## config.mk

```make
export PLATFORM = sky130hd
export DESIGN_NAME = integer_to_radix_digits_unit
export DESIGN_NICKNAME = d
export VERILOG_FILES = /design/src/rtl/itrd_pkg.sv /design/src/rtl/integer_to_radix_digits_unit.sv
export SDC_FILE = /design/constraint.sdc
export NUM_CORES = 1
export LEC_CHECK = 0
export ABC_AREA = 1
export BUFFER_PORTS_ARGS = -buffer_cell sky130_fd_sc_hd__buf_2
export CORE_MARGIN = 8
export CORE_UTILIZATION = 50
export DETAILED_ROUTE_END_ITERATION = 16
export GPL_ROUTABILITY_DRIVEN = 0
export PLACE_DENSITY = 0.75
export SLEW_MARGIN = 40
export SYNTH_ARGS = -nofsm -noshare
export SYNTH_HDL_FRONTEND = slang
export SYNTH_SLANG_ARGS = --single-unit
```

## constraint.sdc

```tcl
create_clock -name clk_i -period 14.25 [get_ports clk_i]
set_input_delay 1.425 -clock clk_i [delete_from_list [all_inputs] [get_ports clk_i]]
set_output_delay 1.425 -clock clk_i [all_outputs]
set_load 0.02 [all_outputs]
```

## src/rtl/itrd_pkg.sv

```systemverilog
// ----------------------------------------------------------------------------
// itrd_pkg: shared types and helpers for the radix digit converter
// Holds the sequencer states, the digit glyph lookup and the byte-wide
// division step that the converter runs once per cycle.
// ----------------------------------------------------------------------------
package itrd_pkg;

  localparam int unsigned ValueWidth = 63;
  localparam int unsigned RadixWidth = 5;
  localparam int unsigned CharWidth  = 7;
  localparam int unsigned DigitWidth = 4;
  localparam int unsigned ChunkWidth = 8;
  // The value is padded to a whole number of bytes for the long division.
  localparam int unsigned WorkWidth  = 64;
  localparam int unsigned ChunkCount = WorkWidth / ChunkWidth;
  localparam int unsigned ChunkCntW  = $clog2(ChunkCount);

  localparam logic [RadixWidth-1:0] RADIX_MIN = 5'd2;
  localparam logic [RadixWidth-1:0] RADIX_MAX = 5'd16;

  localparam logic [CharWidth-1:0] CHAR_ZERO = 7'h30;  // '0'
  localparam logic [CharWidth-1:0] CHAR_A    = 7'h41;  // 'A'
  localparam logic [CharWidth-1:0] CHAR_NONE = 7'h00;

  typedef enum logic [1:0] {
    ST_IDLE,
    ST_DIVIDE,
    ST_EMIT
  } state_e;

  typedef struct packed {
    logic [ChunkWidth-1:0] quot;
    logic [DigitWidth-1:0] rem;
  } div_step_t;

  // Divides {rem, data_in} by radix, one quotient bit per inner step.
  // The running remainder stays below radix, so it fits in four bits.
  function automatic div_step_t div_step(logic [DigitWidth-1:0] rem,
                                         logic [ChunkWidth-1:0] data_in,
                                         logic [RadixWidth-1:0] radix);
    logic [RadixWidth-1:0] r;
    logic [ChunkWidth-1:0] q;
    div_step_t             res;
    r = {1'b0, rem};
    q = '0;
    for (int i = ChunkWidth - 1; i >= 0; i--) begin
      r = {r[DigitWidth-1:0], data_in[i]};
      if (r >= radix) begin
        r    = r - radix;
        q[i] = 1'b1;
      end
    end
    res.quot = q;
    res.rem  = r[DigitWidth-1:0];
    return res;
  endfunction

  function automatic logic [CharWidth-1:0] digit_glyph(logic [DigitWidth-1:0] d);
    logic [CharWidth-1:0] ch;
    if (d < 4'd10) begin
      ch = CHAR_ZERO + {3'b000, d};
    end else begin
      ch = CHAR_A + {3'b000, d - 4'd10};
    end
    return ch;
  endfunction

endpackage

```

## src/rtl/integer_to_radix_digits_unit.sv

```systemverilog
// ----------------------------------------------------------------------------
// integer_to_radix_digits_unit: integer to base-N ASCII digit converter
// Repeatedly divides the value by the radix with a byte-wide divide step,
// stores the remainders and then streams them out most significant first.
// ----------------------------------------------------------------------------
// Each digit takes one pass of the shared byte divide step over the whole value,
//   one byte at a time; once every digit is stored, the digits stream out
//   one digit per cycle, most significant first, up to 63 digits per item.
// A rejected radix gives its single error result in the next cycle.
// Throughput: one item at a time; busy_o stays high until the last digit read.
// Reset clears the sequencer and result strobes; the digit memory needs none.
module integer_to_radix_digits_unit
  import itrd_pkg::*;
#(
  parameter int unsigned MAX_DIGITS = 64
) (
  input  logic                  clk_i,
  input  logic                  rst_ni,
  input  logic                  start_i,
  output logic                  busy_o,
  input  logic [ValueWidth-1:0] value_i,
  input  logic [RadixWidth-1:0] radix_i,
  output logic                  digit_valid_o,
  output logic [CharWidth-1:0]  digit_char_o,
  output logic                  last_o,
  output logic                  bad_radix_o
);

  localparam int unsigned Depth = (MAX_DIGITS < 63) ? MAX_DIGITS : 63;
  localparam int unsigned AddrW = $clog2(Depth);
  localparam int unsigned CntW  = $clog2(Depth + 1);

  state_e                state_q, state_d;
  logic [WorkWidth-1:0]  val_q, val_d;
  logic [RadixWidth-1:0] radix_q, radix_d;
  logic [DigitWidth-1:0] rem_q, rem_d;
  logic [ChunkCntW-1:0]  chunk_q, chunk_d;
  logic [CntW-1:0]       count_q, count_d;
  logic [AddrW-1:0]      ptr_q, ptr_d;

  logic                  emit_v_q, emit_last_q, bad_q;
  logic [DigitWidth-1:0] rd_q;

  logic [DigitWidth-1:0] mem [Depth];

  div_step_t             step;
  logic                  accept;
  logic                  radix_bad;
  logic                  wr_en;
  logic                  rd_en;

  assign accept    = start_i && (state_q == ST_IDLE);
  assign radix_bad = (radix_i < RADIX_MIN) || (radix_i > RADIX_MAX);
  assign step      = div_step(rem_q, val_q[WorkWidth-1 -: ChunkWidth], radix_q);

  always_comb begin
    state_d = state_q;
    val_d   = val_q;
    radix_d = radix_q;
    rem_d   = rem_q;
    chunk_d = chunk_q;
    count_d = count_q;
    ptr_d   = ptr_q;
    wr_en   = 1'b0;
    rd_en   = 1'b0;
    unique case (state_q)
      ST_IDLE: begin
        if (accept && !radix_bad) begin
          val_d   = {1'b0, value_i};
          radix_d = radix_i;
          rem_d   = '0;
          chunk_d = '0;
          count_d = '0;
          state_d = ST_DIVIDE;
        end
      end
      ST_DIVIDE: begin
        // The quotient byte shifts in at the bottom as the dividend leaves the top.
        val_d   = {val_q[WorkWidth-ChunkWidth-1:0], step.quot};
        rem_d   = step.rem;
        chunk_d = chunk_q + 1'b1;
        if (chunk_q == ChunkCntW'(ChunkCount - 1)) begin
          wr_en   = 1'b1;
          count_d = count_q + 1'b1;
          rem_d   = '0;
          if ((val_d != '0) && (count_q < CntW'(Depth - 1))) begin
            state_d = ST_DIVIDE;
          end else begin
            ptr_d   = count_q[AddrW-1:0];
            state_d = ST_EMIT;
          end
        end
      end
      ST_EMIT: begin
        rd_en = 1'b1;
        if (ptr_q == '0) begin
          state_d = ST_IDLE;
        end else begin
          ptr_d = ptr_q - 1'b1;
        end
      end
      default: state_d = ST_IDLE;
    endcase
  end

  always_ff @(posedge clk_i or negedge rst_ni) begin
    if (!rst_ni) begin
      state_q     <= ST_IDLE;
      emit_v_q    <= 1'b0;
      emit_last_q <= 1'b0;
      bad_q       <= 1'b0;
    end else begin
      state_q     <= state_d;
      emit_v_q    <= rd_en;
      emit_last_q <= rd_en && (ptr_q == '0);
      bad_q       <= accept && radix_bad;
    end
  end

  always_ff @(posedge clk_i) begin
    val_q   <= val_d;
    radix_q <= radix_d;
    rem_q   <= rem_d;
    chunk_q <= chunk_d;
    count_q <= count_d;
    ptr_q   <= ptr_d;
  end

  always_ff @(posedge clk_i) begin
    if (wr_en) begin
      mem[count_q[AddrW-1:0]] <= step.rem;
    end
  end

  always_ff @(posedge clk_i) begin
    if (rd_en) begin
      rd_q <= mem[ptr_q];
    end
  end

  assign busy_o        = (state_q != ST_IDLE);
  assign digit_valid_o = emit_v_q || bad_q;
  assign digit_char_o  = bad_q ? CHAR_NONE : digit_glyph(rd_q);
  assign last_o        = bad_q || emit_last_q;
  assign bad_radix_o   = bad_q;

  // Digit results and error results never share a cycle.
  a_no_overlap: assert property (@(posedge clk_i) disable iff (!rst_ni)
    !(emit_v_q && bad_q))
    else $error("digit and error result in the same cycle");

  // Every cycle in the emit state produces a digit result in the next cycle.
  a_emit_strobe: assert property (@(posedge clk_i) disable iff (!rst_ni)
    (state_q == ST_EMIT) |=> (digit_valid_o && !bad_radix_o))
    else $error("emit cycle without a following digit result");

  // A rejected radix yields exactly one final error result next cycle.
  a_bad_radix: assert property (@(posedge clk_i) disable iff (!rst_ni)
    (start_i && !busy_o && ((radix_i < RADIX_MIN) || (radix_i > RADIX_MAX)))
    |=> (digit_valid_o && bad_radix_o && last_o && (digit_char_o == CHAR_NONE) && !busy_o))
    else $error("bad radix not reported as a single final result");

  // The division loop always writes at least one digit before emitting.
  a_divide_to_emit: assert property (@(posedge clk_i) disable iff (!rst_ni)
    (state_q == ST_DIVIDE && state_d == ST_EMIT) |-> wr_en)
    else $error("left the divide loop without storing a digit");

endmodule

```

# ---- After elaboration in Yosys (flattened, before gate mapping)
# Memories as Yosys holds them, arrays and structs flattened. A register that Yosys moved wholly into a read port is not among the register bits.
# Cells that the tools add are included.
dict set report word_totals {
  register_bits 93
  latch_bits 0
  ramBits 252
  rom_bits 0
  inputBits 71
  out_inout_bits 11
  word_cells 107
  mem_count 1
}
dict set report classes {
  n_addsub 14
  multipliers 0
  n_div 0
  n_lt_le_gt_ge 12
  n_eq_ne 8
  shift 0
  n_mux 42
  bitwise_logic 0
  reduce_logical 20
}
# memory depth width rd rd_clocked_by_memory_dff wr line_no
set mem_list {}
lappend mem_list {mem 63 4 1 1 1 integer_to_radix_digits_unit.sv:44} ;# logic [DigitWidth-1:0] mem [Depth];
# op count
set op_table {}
lappend op_table {{64-bit one-hot mux with 2 select lines} 1}
lappend op_table {{64-bit 2-to-1 mux} 1}
lappend op_table {{64-bit nonzero test} 1}
lappend op_table {{5-bit >= comparator} 8}
lappend op_table {{4-bit 2-to-1 mux} 10}
lappend op_table {{4-bit subtractor} 8}
lappend op_table {{6-bit 2-to-1 mux} 5}
lappend op_table {{6-bit one-hot mux with 2 select lines} 2}
lappend op_table {{7-bit 2-to-1 mux} 2}
lappend op_table {{1-bit 2-to-1 mux} 13}
lappend op_table {{2-bit 2-to-1 mux} 4}
lappend op_table {{2-bit != test, second input constant} 4}
lappend op_table {{4-bit one-hot mux with 2 select lines} 1}
lappend op_table {{6-bit by 4-bit adder with 7-bit output, first input constant} 1}
lappend op_table {{7-bit by 4-bit adder with 7-bit output, first input constant} 1}
lappend op_table {{6-bit by 1-bit adder with 6-bit output, second input constant} 1}
lappend op_table {{6-bit logical NOT} 1}
lappend op_table {{6-bit less-than comparator, second input constant} 1}
lappend op_table {{2-bit one-hot mux with 3 select lines} 1}
lappend op_table {{3-bit one-hot mux with 2 select lines} 1}
lappend op_table {{3-bit AND reduction} 2}
lappend op_table {{2-bit nonzero test} 3}
lappend op_table {{6-bit by 1-bit subtractor with 6-bit output, second input constant} 1}
lappend op_table {{5-bit greater-than comparator, second input constant} 1}
lappend op_table {{15 further kinds} 22}

# ---- Depth between registers and ports, before layout
# Gate-level depths: netlist of run 1.
dict set report logic_depth {
  ltp_word 21
  depth_mapped 75
  depth_no_buf 75
}

# ---- Least setup slack after synthesis of run 1
# No wires, ideal clock.
dict set report synth_path {
  path_kind {reg2reg}
  start {reg radix_q[1]}
  end {mem mem[0][2], data pin}
  setup_time_ps 511
  t_arrival_ps 9537
  t_required_ps 13739
  slack_ps 4202
  path_stages_with_launch 65
  n_path_buf 0
  synth_period_minus_slack_ps 10048
  path_cell_list {edfxtp_1 > inv_1 > ha_1 > nand2_1 > nor2_1 > o21ai_0 > nand3_1 > o21ai_0 > inv_1 > ha_1 > nand2_1 > inv_1 > nand2_1 > nand2_1 > nor2_2 > o21ai_0 > ha_1 > nand2_1 > [29 not listed] > inv_1 > ha_1 > nand2_1 > nand3b_1 > nand2_1 > nor2_1 > inv_1 > nand2_1 > a21boi_0 > ha_1 > nand2_1 > nand2_1 > nand2_1 > nand2_1 > nor2_1 > inv_1 > nand3_1 > nand2_1}
}
# element line_no
set synth_lines {}
lappend synth_lines {{from (decl)} integer_to_radix_digits_unit.sv:35} ;# logic [RadixWidth-1:0] radix_q, radix_d;
lappend synth_lines {{from (signal assigned)} integer_to_radix_digits_unit.sv:122} ;# radix_q <= radix_d;
lappend synth_lines {{to (decl)} integer_to_radix_digits_unit.sv:44}

==> results of run 1 <==
cells in the mapped netlist (all sizes together), types with 2 or more instances:
library cell,count,area [sq um]
xor2,10,87.6
a21oi,29,145
and2,5,31.3
or2,5,31.3
o211ai,28,210
nand3,61,305
dfrtp,5,125
clkbuf,18,67.6
nor2,312,1200
nor3,10,50.1
inv,129,484
a31oi,5,31.3
o21ai,194,971
buf,46,267
nand4,8,50.1
o22ai,12,75.1
a211oi,2,15.0
nand3b,5,37.5
ha,48,601
fa,8,160
edfxtp,344,10300
nand2,362,1360
xnor2,8,70.1
cell type report:
type	instances	area, sq um
timing repair buffer	91	492
inverter	129	485
multi-input combinational	1115	5470
sequential	349	10500
tap	448	561
fill	2789	14700
clock inverter	18	163
clock buffer	48	988
critical path, delay by kind of cell, from the launching register on:
kind	cells	cell delay, ps
AND/OR/NAND/NOR	42	5370
adder cells (fa/ha/maj)	8	2280
AO/OA/AOI/OAI	7	1470
flip-flops	1	620
buffers and inverters	10	2130
final timing paths:
check / from / end / slack [ps] / cells after the start
setup reg to reg: radix_q[1] / mem[1][0] / 2060 / 67
hold reg to reg: state_q[0] / bad_radix_o / 550 / 3
min in group asynchronous: rst_ni / emit_last_q / 700 / 1
max in group asynchronous: rst_ni / emit_v_q / 13430 / 1
setup / recovery: radix_q[1] / mem[1][0] / 2060 / 67
hold / removal: state_q[0] / bad_radix_o / 550 / 3
state kept, by name, indices dropped and copies added, names as in the netlist:
name and cells:
emit_last_q 1, bad_radix_o 1, mem 252, ptr_q 6, chunk_q 3, state_q 2
count_q 6, rd_q 4, rem_q 4, val_q 64, radix_q 5, emit_v_q 1
routing by layer:
metal	track usage	up-vias	share of wire
met5	0	-	0
met4	0.0752	0	0.033
met3	0.0360	104	0.075
met2	0.316	511	0.48
met1	0.260	5676	0.42
li1	-	5781	-
cells by family (layout without fill, tap and decap cells):
kind of cell / Yosys count / after routing / synth area share
adder cells (fa/ha/maj): 56 / 56 / 0.0455
XOR/XNOR: 18 / 18 / 0.00942
flip-flops: 349 / 349 / 0.625
AND/OR/NAND/NOR: 768 / 768 / 0.183
buffers and inverters: 193 / 286 / 0.0489
AO/OA/AOI/OAI: 273 / 273 / 0.0879
metrics by stage:
| stage | hold slack, ps | setup WS (ps) |
|---|---|---|
| 4_1_cts | 553 | 2120 |
| 3_3_place_gp | 529 | 3000 |
| 3_5_place_dp | 536 | 2200 |
| 6_report | 552 | 2060 |
| 2_1_floorplan | 510 | 4200 |
| 5_1_grt | 586 | 568 |
==> out/summary.json, run 1 <==
{
  "outcome": "completed",
  "first_iter_violations": 1254,
  "critPathLaunchType": "register",
  "dp_hpwl_microns": 24900,
  "max-clock-path-buffers": 3,
  "synth_flop_cell": "sky130_fd_sc_hd__edfxtp_1",
  "placeable_core_region_sq_um": 33300,
  "fin_skew_ps": 24.8,
  "insertion_delay_ps": 530,
  "grt_setup_unrepaired": "false",
  "timing_hold_violations_final": 0,
  "cts.repair.resized": 0,
  "grt_max_degree": 103,
  "post_cts_buffers": 0,
  "worst_slew_margin_rel": 0.433,
  "route.final.wire_length_microns": 38900,
  "placement.cell_area_sq_um": 17500,
  "worst_hold_path_type": "register to register",
  "worst-path-max-fanout": 42,
  "critical_path_start_end_classification": "register to register",
  "antenna_found_initial": 0,
  "global_route_total_usage_across_every_layer": 0.196,
  "layout.nets": 1850,
  "insertedDiodeCount": 0,
  "core.rowCount": 67,
  "post_cts_hold_buffer_count": 0,
  "layout.cells.most_common": "sky130_fd_sc_hd__nand2_1",
  "period_utilisation_layout": 0.855,
  "routed_vias": 12072,
  "drt-vias-per-instance": 5.49,
  "report.final.setup_viol": 0,
  "die_height_microns": 199,
  "synthesis.yosys.warnings": 0,
  "post_detailed_route_drc_marker_count": 0,
  "synthesis.instances": 1657,
  "post_route_core_utilization": 0.559,
  "layoutNonFillerInstCount": 2198,
  "seq_area_frac_synth": 0.625,
  "setup.worst_path.end_class": "register",
  "drv_cap": 0,
  "route.antenna.remaining_nets": 0,
  "cts_inserted_buffers": 37,
  "synth_area_sq_um": 16700,
  "fin_tns_setup_ps": 0,
  "tightestPinTransition_ps": 850,
  "synth-async-reset-ratio": 0.0143,
  "synth_fp_nets": 1784,
  "post-route-cell-area_sq_um": 18600,
  "clk_pin_slew_ps": 60,
  "final-max-slew-violation-count": 0,
  "critical_path.slowest_cell": "sky130_fd_sc_hd__edfxtp_1",
  "cp_slowest_stage_delay_ps": 620,
  "first_global_vias": 11672,
  "number_of_storage_elements_in_the_synthesis_netlist": 349,
  "port-buffer-count": 81,
  "placed_cells": 2132,
  "floorplan.io_pins": 82,
  "htree_num_levels": 2,
  "die-width_microns": 199,
  "numClockSinks": 349,
  "design.die.area_sq_um": 39600,
  "timing.critical_path.required_ps": 14510,
  "avgRoutedWirePerCell_microns": 17.7,
  "highest_achievable_clock_rate_ghz": 0.0821,
  "layout_cell_share_with_drive_strength_beyond_1": 0.0920,
  "critical_path.most_common_cell": "sky130_fd_sc_hd__nand2_1",
  "postSynthAreaPerCell_sq_um": 10.1,
  "start_util": 0.503,
  "min_period_ps": 12190,
  "yosys.cell_types.count": 32,
  "dr.pass1.iters": 7,
  "worstPathArrival_ps": 12440,
  "tritoncts_clock_tree": "done",
  "layout_common_cells": "sky130_fd_sc_hd__nand2_1, sky130_fd_sc_hd__edfxtp_1, sky130_fd_sc_hd__nor2_1",
  "grt_first_pass_wirelength_microns": 61100,
  "p_r_area_growth_vs_syn_pct": 11.3,
  "clock-root-buffer": "sky130_fd_sc_hd__clkbuf_16",
  "globalRouteOverflowTotal": 0,
  "number_of_enable_type_register_cells_in_the_synthesized_netlist": 344
}
Power of run 1 is not shown: default switching activity piles up to over one toggle a cycle in this logic, so the estimate is an artifact.
==> run 2, diff against run 1 <==
--- a/config.mk
+++ b/config.mk
@@ -5,9 +5,10 @@
 export SDC_FILE = /design/constraint.sdc
 export NUM_CORES = 1
 export LEC_CHECK = 0
-export ABC_AREA = 1
+export ABC_AREA = 0
 export BUFFER_PORTS_ARGS = -buffer_cell sky130_fd_sc_hd__buf_2
-export CORE_MARGIN = 8
+export CAP_MARGIN = 20
+export CORE_MARGIN = 2
 export CORE_UTILIZATION = 50
 export DETAILED_ROUTE_END_ITERATION = 16
 export GPL_ROUTABILITY_DRIVEN = 0
==> run 2 against run 1 <==
  * Clock-buffer cell count decreased by 6
  * Non-clock buffer count increased by 2
  * Sequential share of layout area increased by 1.7 points
  * Final cell count decreased by 24%
  * Register-to-register slack got worse by 940 ps
  * Wire length decreased by 7.3%
  * Hold slack got worse by 14 ps
  * Sequential cell count unchanged
  * Utilization increased by 1.1 points
  * Critical path type unchanged
  * Critical endpoint is now mem[30][2]
==> out/summary.json, run 2 <==
{
  "die_height": {"value": 184, "unit": "microns", "change": "was 199 microns"},
  "yosys.cell_types.count": {"value": 58, "change": "was 32"},
  "global_route_total_usage_across_every_layer": {"value": 0.219, "change": "was 0.196"},
  "fin_skew": {"value": 24.6, "unit": "ps", "change": "was 24.8 ps"},
  "clock-root-buffer": {"value": "sky130_fd_sc_hd__clkbuf_16", "change": "unchanged"},
  "post_route_core_utilization": {"value": 0.570, "change": "was 0.559"},
  "timing_hold_violations_final": {"value": 0, "change": "unchanged"},
  "clk_pin_slew": {"value": 60, "unit": "ps", "change": "about the same"},
  "routed_vias": {"value": 9929, "change": "was 12072"},
  "fin_tns_setup": {"value": 0, "unit": "ps", "change": "unchanged"},
  "htree_num_levels": {"value": 2, "change": "unchanged"},
  "number_of_storage_elements_in_the_synthesis_netlist": {"value": 349, "change": "unchanged"},
  "numClockSinks": {"value": 349, "change": "unchanged"},
  "grt_max_degree": {"value": 76, "change": "was 103"},
  "core.rowCount": {"value": 65, "change": "was 67"},
  "layout_common_cells": {"value": "sky130_fd_sc_hd__edfxtp_1, sky130_fd_sc_hd__nand2_1, sky130_fd_sc_hd__nor2_1", "change": "was sky130_fd_sc_hd__nand2_1, sky130_fd_sc_hd__edfxtp_1, sky130_fd_sc_hd__nor2_1"},
  "synthesis.yosys.warnings": {"value": 0, "change": "unchanged"},
  "synth_fp_nets": {"value": 1302, "change": "was 1784"},
  "start_util": {"value": 0.509, "change": "was 0.503"},
  "grt_setup_unrepaired": {"value": "false", "change": "unchanged"},
  "p_r_area_growth_vs_syn": {"value": 11.9, "unit": "%", "change": "was 11.3%"},
  "grt_first_pass_wirelength": {"value": 56400, "unit": "microns", "change": "was 61100 microns"},
  "max-clock-path-buffers": {"value": 3, "change": "unchanged"},
  "tritoncts_clock_tree": {"value": "done", "change": "unchanged"},
  "cts_inserted_buffers": {"value": 35, "change": "was 37"},
  "design.die.area": {"value": 33800, "unit": "sq um", "change": "was 39600 sq um"},
  "timing.critical_path.required": {"value": 14600, "unit": "ps", "change": "was 14510 ps"},
  "min_period": {"value": 13130, "unit": "ps", "change": "was 12190 ps"},
  "postSynthAreaPerCell": {"value": 13.8, "unit": "sq um", "change": "was 10.1 sq um"},
  "drv_cap": {"value": 0, "change": "unchanged"},
  "synth_area": {"value": 16200, "unit": "sq um", "change": "was 16700 sq um"},
  "critical_path_start_end_classification": {"value": "register to register", "change": "unchanged"},
  "final-max-slew-violation-count": {"value": 0, "change": "unchanged"},
  "library_cell_with_the_highest_instance_count_after_synthesis": {"value": "sky130_fd_sc_hd__edfxtp_1", "change": "was sky130_fd_sc_hd__nand2_1"},
  "globalRouteOverflowTotal": {"value": 0, "change": "unchanged"},
  "antenna_found_initial": {"value": 0, "change": "unchanged"},
  "tightestPinTransition": {"value": 847, "unit": "ps", "change": "was 850 ps"},
  "avgRoutedWirePerCell": {"value": 21.5, "unit": "microns", "change": "was 17.7 microns"},
  "worst_hold_path_type": {"value": "register to register", "change": "unchanged"},
  "setup.worst_path.end_class": {"value": "register", "change": "unchanged"},
  "highest_achievable_clock_rate": {"value": 0.0762, "unit": "GHz", "change": "was 0.0821 GHz"},
  "placement.cell_area": {"value": 17000, "unit": "sq um", "change": "was 17500 sq um"},
  "critical_path.slowest_cell": {"value": "sky130_fd_sc_hd__edfxtp_1", "change": "unchanged"},
  "cp_slowest_stage_delay": {"value": 680, "unit": "ps", "change": "was 620 ps"},
  "dr.pass1.iters": {"value": 5, "change": "was 7"},
  "dp_hpwl": {"value": 23500, "unit": "microns", "change": "was 24900 microns"},
  "synth_flop_cell": {"value": "sky130_fd_sc_hd__edfxtp_1", "change": "unchanged"},
  "route.antenna.remaining_nets": {"value": 0, "change": "unchanged"},
  "synth-async-reset-ratio": {"value": 0.0143, "change": "unchanged"},
  "port-buffer-count": {"value": 81, "change": "unchanged"},
  "drt-vias-per-instance": {"value": 5.91, "change": "was 5.49"},
  "report.final.setup_viol": {"value": 0, "change": "unchanged"},
  "largest_register_ffs": {"value": 252, "change": "unchanged"},
  "synth_largest_area_cell": {"value": "sky130_fd_sc_hd__edfxtp_1", "change": "unchanged"},
  "critical_path.most_common_cell": {"value": "sky130_fd_sc_hd__ha_1", "change": "was sky130_fd_sc_hd__nand2_1"},
  "layout.nets": {"value": 1381, "change": "was 1850"},
  "insertion_delay": {"value": 530, "unit": "ps", "change": "about the same"},
  "placeable_core_region": {"value": 31700, "unit": "sq um", "change": "was 33300 sq um"},
  "period_utilisation_layout": {"value": 0.921, "change": "was 0.855"},
  "synthesis.instances": {"value": 1175, "change": "was 1657"},
  "critPathLaunchType": {"value": "register", "change": "unchanged"},
  "layout.cells.most_common": {"value": "sky130_fd_sc_hd__edfxtp_1", "change": "was sky130_fd_sc_hd__nand2_1"},
  "synth.top_cells.by_count": {"value": "sky130_fd_sc_hd__edfxtp_1, sky130_fd_sc_hd__nand2_1, sky130_fd_sc_hd__nor2_1, sky130_fd_sc_hd__mux4_2, sky130_fd_sc_hd__ha_1", "change": "was sky130_fd_sc_hd__nand2_1, sky130_fd_sc_hd__edfxtp_1, sky130_fd_sc_hd__nor2_1, sky130_fd_sc_hd__o21ai_0, sky130_fd_sc_hd__inv_1"},
  "worst-path-max-fanout": {"value": 25, "change": "was 42"},
  "route.final.wire_length": {"value": 36100, "unit": "microns", "change": "was 38900 microns"},
  "post-route-cell-area": {"value": 18100, "unit": "sq um", "change": "was 18600 sq um"},
  "synth_top_cell_area_share": {"value": 0.639, "change": "was 0.618"},
  "seq_area_frac_synth": {"value": 0.647, "change": "was 0.625"},
  "die-width": {"value": 184, "unit": "microns", "change": "was 199 microns"},
  "synth_top_cells_by_area": {"value": "sky130_fd_sc_hd__edfxtp_1, sky130_fd_sc_hd__mux4_2, sky130_fd_sc_hd__nand2_1, sky130_fd_sc_hd__ha_1, sky130_fd_sc_hd__nor2_1", "change": "was sky130_fd_sc_hd__edfxtp_1, sky130_fd_sc_hd__nand2_1, sky130_fd_sc_hd__nor2_1, sky130_fd_sc_hd__o21ai_0, sky130_fd_sc_hd__ha_1"},
  "first_iter_violations": {"value": 1174, "change": "was 1254"},
  "worst_slew_margin_rel": {"value": 0.435, "change": "was 0.433"},
  "floorplan.io_pins": {"value": 82, "change": "unchanged"},
  "number_of_enable_type_register_cells_in_the_synthesized_netlist": {"value": 344, "change": "unchanged"},
  "layout_cell_share_with_drive_strength_beyond_1": {"value": 0.177, "change": "was 0.0920"},
  "post_detailed_route_drc_marker_count": {"value": 0, "change": "unchanged"},
  "first_global_vias": {"value": 10002, "change": "was 11672"},
  "worstPathArrival": {"value": 13480, "unit": "ps", "change": "was 12440 ps"},
  "outcome": {"value": "completed", "change": "unchanged"},
  "insertedDiodeCount": {"value": 0, "change": "unchanged"}
}
-- run 2: cell count changes after synthesis, sizes merged, moves of 14 or more --
cell / previous run / this run
o211ai: 28 / 5
nand3: 61 / 12
nand2: 362 / 237
buf: 46 / 24
mux4: 0 / 60
nor4: 0 / 15
nor2: 312 / 102
a21o: 0 / 14
o21ai: 194 / 30
inv: 129 / 38
mux2i: 0 / 17
-- run 2: layout make-up --
| cell class | instances | area, sq um |
|---|---|---|
| Inverter | 38 | 143 |
| Clock buffer | 42 | 945 |
| Multi-Input combinational cell | 737 | 5380 |
| Tap cell | 402 | 503 |
| Timing Repair Buffer | 93 | 503 |
| Clock inverter | 20 | 148 |
| Fill cell | 2496 | 13600 |
| Sequential cell | 349 | 10500 |
-- run 2: repair_timing --
item                                    CTS  global route
setup buffers                             0             0
hold buffers                              0             0
endpoints found under the setup margin    0           161
resized for setup                         0             1
-- run 2: final timing paths --
| check | end | slack, ps | cells after the start | from |
|---|---|---|---|---|
| worst max-delay path | mem[30][2] | 1120 | 46 | radix_q[1] |
| worst min-delay path | val_q[36] | 540 | 2 | val_q[28] |
| worst max register to register | mem[30][2] | 1120 | 46 | radix_q[1] |
| worst min register to register | val_q[36] | 540 | 2 | val_q[28] |
| max in group asynchronous | emit_v_q | 13330 | 1 | rst_ni |
| min in group asynchronous | state_q[0] | 750 | 1 | rst_ni |
-- run 2: routing by layer --
metal	share of wire	global-route usage
met1	0.42	0.309
met2	0.49	0.357
met3	0.073	0.0293
met5	0	0
met4	0.024	0.0691
-- run 2: kinds of logic after synthesis --
kind of cell | Yosys count | synth area share
XOR/XNOR | 27 | 0.0146
AO/OA/AOI/OAI | 140 | 0.0548
AND/OR/NAND/NOR | 430 | 0.114
buffers and inverters | 89 | 0.0229
multiplexers | 84 | 0.0995
adder cells (fa/ha/maj) | 56 | 0.0471
flip-flops | 349 | 0.647
-- run 2: per-stage QoR --
stage / hold slack (ps) / setup slack, ps / std cells
after floorplan: 484 / 2140 / 1175
after CTS: 541 / 1000 / 1681
final: 538 / 1120 / 1681
after global routing: 573 / 16.3 / 1681
after detailed placement: 523 / 1040 / 1619
after global placement: 523 / 1520 / 1618
-- run 2: critical path, delay by kind of cell (launching register included) --
| kind | cells | cell delay [ps] |
|---|---|---|
| buffers and inverters | 5 | 1260 |
| AOI/OAI and AO/OA | 25 | 6430 |
| muxes | 3 | 1180 |
| adders and majority gates | 8 | 2700 |
| and+or+nand+nor | 5 | 680 |
| DFF | 1 | 680 |
Power of run 2 is left out for the same reason.
